<file path="src/rtl/core/cfr_pkg.sv">
package cfr_pkg;

	localparam int NUM_LINES  = 4;
	localparam int LEN_W      = 14;
	localparam int GAIN_W     = 16;
	localparam int GAIN_SHIFT = 15;
	localparam int CFG_IDX_W  = 2;
	localparam int CFG_W      = 4;

	typedef enum logic [CFG_IDX_W-1:0] {
		CFG_PRESET  = 2'd0,
		CFG_VARIANT = 2'd1,
		CFG_TAPS    = 2'd2
	} cfg_idx_t;

	// [variant][preset][line]
	localparam logic [LEN_W-1:0] LEN_TABLE [2][4][NUM_LINES] = '{
		'{
			'{14'd2063, 14'd1847, 14'd1523, 14'd1277},
			'{14'd3089, 14'd2927, 14'd2801, 14'd2111},
			'{14'd5479, 14'd5077, 14'd4987, 14'd4057},
			'{14'd9929, 14'd7411, 14'd4951, 14'd1063}
		},
		'{
			'{14'd2053, 14'd1867, 14'd1531, 14'd1259},
			'{14'd3109, 14'd2939, 14'd2803, 14'd2113},
			'{14'd5477, 14'd5059, 14'd4993, 14'd4051},
			'{14'd9949, 14'd7393, 14'd4957, 14'd1097}
		}
	};

	// Q0.15 feedback gains, already negated
	localparam logic signed [GAIN_W-1:0] FB_GAIN_NEG [NUM_LINES] = '{
		-16'sd28616, -16'sd26945, -16'sd27895, -16'sd27863
	};

	// 0.3 in Q0.15
	localparam logic signed [GAIN_W-1:0] OUT_SCALE = 16'sd9830;

	typedef enum logic [3:0] {
		ST_CLEAR,
		ST_IDLE,
		ST_REDUCE,
		ST_READ,
		ST_DRAIN,
		ST_DIV_LOAD,
		ST_DIV,
		ST_AVG,
		ST_MUL,
		ST_WRITE,
		ST_DONE
	} state_t;

	typedef struct packed {
		logic clear;
		logic take_in;
		logic reduce;
		logic tap_read;
		logic div_load;
		logic div_step;
		logic comb_sum;
		logic fb_mul;
		logic write_back;
		logic out_load;
	} cmd_t;

	typedef struct packed {
		logic clr_last;
		logic ptr_wrap;
		logic tap_last;
		logic div_last;
		logic out_busy;
	} stat_t;

endpackage

</file>
<file path="src/rtl/core/cfr_ctrl.sv">
module cfr_ctrl (
	input  logic           clk,
	input  logic           arst_n,
	input  logic           in_valid,
	output logic           in_ready,
	input  cfr_pkg::stat_t stat,
	output cfr_pkg::cmd_t  cmd
);
	import cfr_pkg::*;

	state_t state_q, state_d;

	always_ff @(posedge clk or negedge arst_n) begin
		if (!arst_n) begin
			state_q <= ST_CLEAR;
		end else begin
			state_q <= state_d;
		end
	end

	always_comb begin
		state_d  = state_q;
		cmd      = '0;
		in_ready = 1'b0;
		case (state_q)
			ST_CLEAR: begin
				cmd.clear = 1'b1;
				if (stat.clr_last) begin
					state_d = ST_IDLE;
				end
			end
			ST_IDLE: begin
				in_ready = 1'b1;
				if (in_valid) begin
					cmd.take_in = 1'b1;
					state_d     = ST_REDUCE;
				end
			end
			ST_REDUCE: begin
				if (stat.ptr_wrap) begin
					cmd.reduce = 1'b1;
				end else begin
					state_d = ST_READ;
				end
			end
			ST_READ: begin
				cmd.tap_read = 1'b1;
				if (stat.tap_last) begin
					state_d = ST_DRAIN;
				end
			end
			ST_DRAIN: begin
				state_d = ST_DIV_LOAD;
			end
			ST_DIV_LOAD: begin
				cmd.div_load = 1'b1;
				state_d      = ST_DIV;
			end
			ST_DIV: begin
				cmd.div_step = 1'b1;
				if (stat.div_last) begin
					state_d = ST_AVG;
				end
			end
			ST_AVG: begin
				cmd.comb_sum = 1'b1;
				state_d      = ST_MUL;
			end
			ST_MUL: begin
				cmd.fb_mul = 1'b1;
				state_d    = ST_WRITE;
			end
			ST_WRITE: begin
				cmd.write_back = 1'b1;
				state_d        = ST_DONE;
			end
			ST_DONE: begin
				if (!stat.out_busy) begin
					cmd.out_load = 1'b1;
					state_d      = ST_IDLE;
				end
			end
			default: begin
				state_d = ST_IDLE;
			end
		endcase
	end

	// taps are read only once every pointer is back inside its line
	a_read_in_range: assert property (@(posedge clk) disable iff (!arst_n)
		cmd.tap_read |-> !stat.ptr_wrap)
		else $error("tap read with pointer outside line");

	a_div_to_avg: assert property (@(posedge clk) disable iff (!arst_n)
		cmd.div_step && stat.div_last |=> cmd.comb_sum)
		else $error("average not taken after last divide step");

	a_ready_rise: assert property (@(posedge clk) disable iff (!arst_n)
		$rose(in_ready) |-> $past(cmd.out_load) || $past(state_q == ST_CLEAR))
		else $error("ready raised without finishing a word");

endmodule

</file>
<file path="config.mk">
export PLATFORM = sky130hd
export DESIGN_NAME = cfr_ctrl
export DESIGN_NICKNAME = d
export VERILOG_FILES = /design/src/rtl/core/cfr_pkg.sv /design/src/rtl/core/cfr_ctrl.sv
export SDC_FILE = /design/constraint.sdc
export NUM_CORES = 1
export LEC_CHECK = 0
export BUFFER_PORTS_ARGS = -buffer_cell sky130_fd_sc_hd__buf_4
export CAP_MARGIN = 20
export CORE_AREA = 3 3 40 42
export CTS_BUF_LIST = sky130_fd_sc_hd__clkbuf_16
export DETAILED_ROUTE_END_ITERATION = 8
export DIE_AREA = 0 0 43 45
export GPL_TIMING_DRIVEN = 0
export PLACE_DENSITY = 0.56
export SYNTH_ARGS = -nofsm -noshare
export SYNTH_HDL_FRONTEND = slang
export SYNTH_SLANG_ARGS = --single-unit
export TNS_END_PERCENT = 10
</file>
<file path="constraint.sdc">
create_clock -name clk -period 1.6 [get_ports clk]
set_clock_uncertainty 0.2 [all_clocks]
set_input_delay 0.08 -clock clk [delete_from_list [all_inputs] [get_ports clk]]
set_output_delay 0.08 -clock clk [all_outputs]
set_load 0.005 [all_outputs]
</file>
==> reports/results.txt <==
The cell count after synthesis is 50, and the highest fanout seen on the critical path is 9. The worst slew margin relative to its limit is 0.810. After detailed routing, the average wire length per cell comes to 14.2 µm.

The fraction of final layout cells with drive strength greater than 1 is 0.532, and the number of DRC markers after the initial detailed-route iteration is 4. Before antenna repair, the detailed router went through 4 iterations. The register with the most flip-flops in the layout has 4 of them. Timing would allow up to 0.624 GHz. The cell area after layout is 736 µm². The most instantiated library cell after synthesis is nor2_1. The tools report the depth of the CTS H-tree as 1. In the post-synthesis netlist, the biggest area contributors are dfrtp_1, nor2_1, nor3_1. From bottom edge to top edge, the die measures 45 µm. TritonCTS built the clock tree. The HPWL after detailed placement is 736 µm.

The total core area came out at 1280 µm². The area fraction of the dominant cell type after synthesis was 0.261; the detailed-route DRC error count was 0. Summed over all cells, the static leakage comes to 0.334 nW.

The smallest setup slack after layout is -2.65 ps. The hold slack was 97.6 ps; the clock transition at the registers of the reported paths was 30 ps. The commonest cells after synthesis are nor2_1, nand2_1, nor3_1. The first global-routing pass estimated 1.78 mm of wire. For this run, the post-layout net count is 87.

For the routed wire length, the log shows 1.30 mm. At the pin with the least slew margin, the transition time is 284 ps. The critical path is of the register to register type. The type of destination of the critical path is a register. For the final standard cell utilization of the core, the log shows 0.573. For the count of final hold-check violations, the log shows 0.

The ratio of final minimum period to clock period is 1.00. The number of max-capacitance violations reported was 0. The largest registers in the layout are state_q (4). The number of clock buffers inserted by TritonCTS was 3.

The starting density of the core is 0.299, and the number of unique standard cell types used by synthesis is 24. The run gives 0 as the number of antenna violations at the first check in global routing. The arrival time at the worst endpoint was 1490 ps; the fraction of synthesis flops using an asynchronous set or reset pin was 1.00. Setup repair after global routing could not meet its margin everywhere. The floorplan has 13 rows. The net count of the mapped netlist was 58.

During placement, the flow inserted port buffers numbering 18. The tools report the total routing usage reported by global routing as 0.132. At the end of routability-driven placement, the weighted congestion stood at 0.774.

Summing every instance area after synthesis gives 384 µm². Worst-case vdd ir drop: 0.000836 V. The final reports fail on setup timing. Library cell used as clock root buffer: clkbuf_16. The post-route minimum period works out to 1600 ps. For this run, the leading register cell type out of synthesis is dfrtp_1. The path class of the tightest hold or removal check is input pin to register.

During synthesis, Yosys emitted a total of 0 warnings. The maximum number of buffers from clock root to sink is 2, and the clock latency at the later pin of the worst-skew pair is 230 ps. The largest area contributor in the synthesized netlist was dfrtp_1. The number of enable-type register cells in the synthesized netlist is 0, and the layout overhead on the synthesized area is 91.5%. The via count of the first global-routing pass came out at 422. Entering global routing, the biggest net connects 11 pins. Cell area power density: 2170 nW/µm². The total negative slack for setup checks came out at -2.65 ps.

In this run, synthesis produced a sequential element count of 4. Share of the yosys chip area belonging to registers: 0.261. Counting flops per register, the top entry is state_q. For the worst setup path, the data required time is 1490 ps. The count of nets left with antenna violations once routing finished came out at 0.

The run gives 538 µm² as the total cell area at the placement stage. The logs give 0 for the residual overflow from global routing and 0 for the number of slew-limit violations in the final report. In this run the mean area of a mapped cell was 7.68 µm². The width of the die was 43 µm; the final number of setup-violating endpoints was 1. The logs give 0 for the antenna diode count and 1940 µm² for the full die area.

The clock drives 4 sinks. The run finished, with violations left. 19 I/O pins were placed. The average vias per placed instance was 5.02. STA classifies the critical path startpoint as a register. The worst setup slack after placement came out at -16.2 ps. For the via count of the routed design, the log shows 462.
layer usage:
metal	global-route usage	vias to the layer above	wire [µm]
met2	0.201	14	706
met1	0.153	215	519
met4	0.108	0	11
li1	-	231	-
met3	0.0398	2	66
met5	0	-	0
cells by family (layout without fill, tap and decap cells):
kind of cell | Yosys count | in the layout | synth area share
buffers and inverters | 4 | 31 | 0.0749
AND/OR/NAND/NOR | 32 | 32 | 0.446
flip-flops | 4 | 4 | 0.261
AO/OA/AOI/OAI | 9 | 9 | 0.195
XOR/XNOR | 1 | 1 | 0.0228
repair_timing:
action	CTS	global route
gates resized for setup	5	10
endpoints found under the hold margin	4	0
pin swaps	1	4
hold buffers	2	0
setup endpoints to repair	7	6
buffers inserted	0	4
cell usage in the layout (no fill, tap or decap):
master and count:
and2b_1 1, a31oi_1 1, dlygate4sd3_1 2, nor2_2 1, a21oi_1 1, clkbuf_2 1
or2_4 1, or2_2 1, clkbuf_16 3, nor2_1 8, nor3_1 4, nor4b_2 1
buf_4 21, o2bb2ai_2 1, a2111oi_4 1, buf_12 1, nand2_1 6, o32a_1 1
nand2b_1 3, o21a_1 1, nor3_2 2, o21ai_4 1, nand2b_4 1, xor2_1 1
o221ai_1 1, dfrtp_1 4, or3_4 1, and3_1 1, nand2b_2 1, buf_6 3
o21ai_0 1
report_power, final:
| part | switching (W) | leakage [nW] | internal, W |
|---|---|---|---|
| Sequential | 0.0000280 | 0.0501 | 0.000154 |
| Combinational | 0.000495 | 0.246 | 0.000528 |
| Clock | 0.0000743 | 0.0370 | 0.000320 |
| Total | 0.000597 | 0.334 | 0.00100 |
cell type report:
class,count,area [µm²]
fill,120,549
clock buffer,3,75.1
tap,15,18.8
timing repair buffer,24,195
multi-input combinational,42,305
buffer,4,41.3
sequential,4,100
worst paths after layout:
path	from	to	slack, ps	depth (start not counted)
max	state_q[1]	state_q[1]	-3	5
min in group asynchronous	arst_n	state_q[2]	580	3
max reg2reg	state_q[1]	state_q[1]	-3	5
min	stat[0]	state_q[3]	100	4
max in group asynchronous	arst_n	state_q[1]	450	3
min reg2reg	state_q[3]	state_q[2]	450	2
through the flow:
stage	power (W)	instances
after detailed placement	0.000959	83
after global routing	0.00170	92
after global placement	0.000967	83
final	0.00160	92
after CTS	0.00140	88
after floorplan	0.000716	50
worst max-delay path, cell delays in order (launching register included):
cell,delay (ps)
dfrtp_1,370
buf_6,140
or3_4,390
o21ai_4,80
o2bb2ai_2,140
o221ai_1,140
Power figures use the tool's default switching activity.
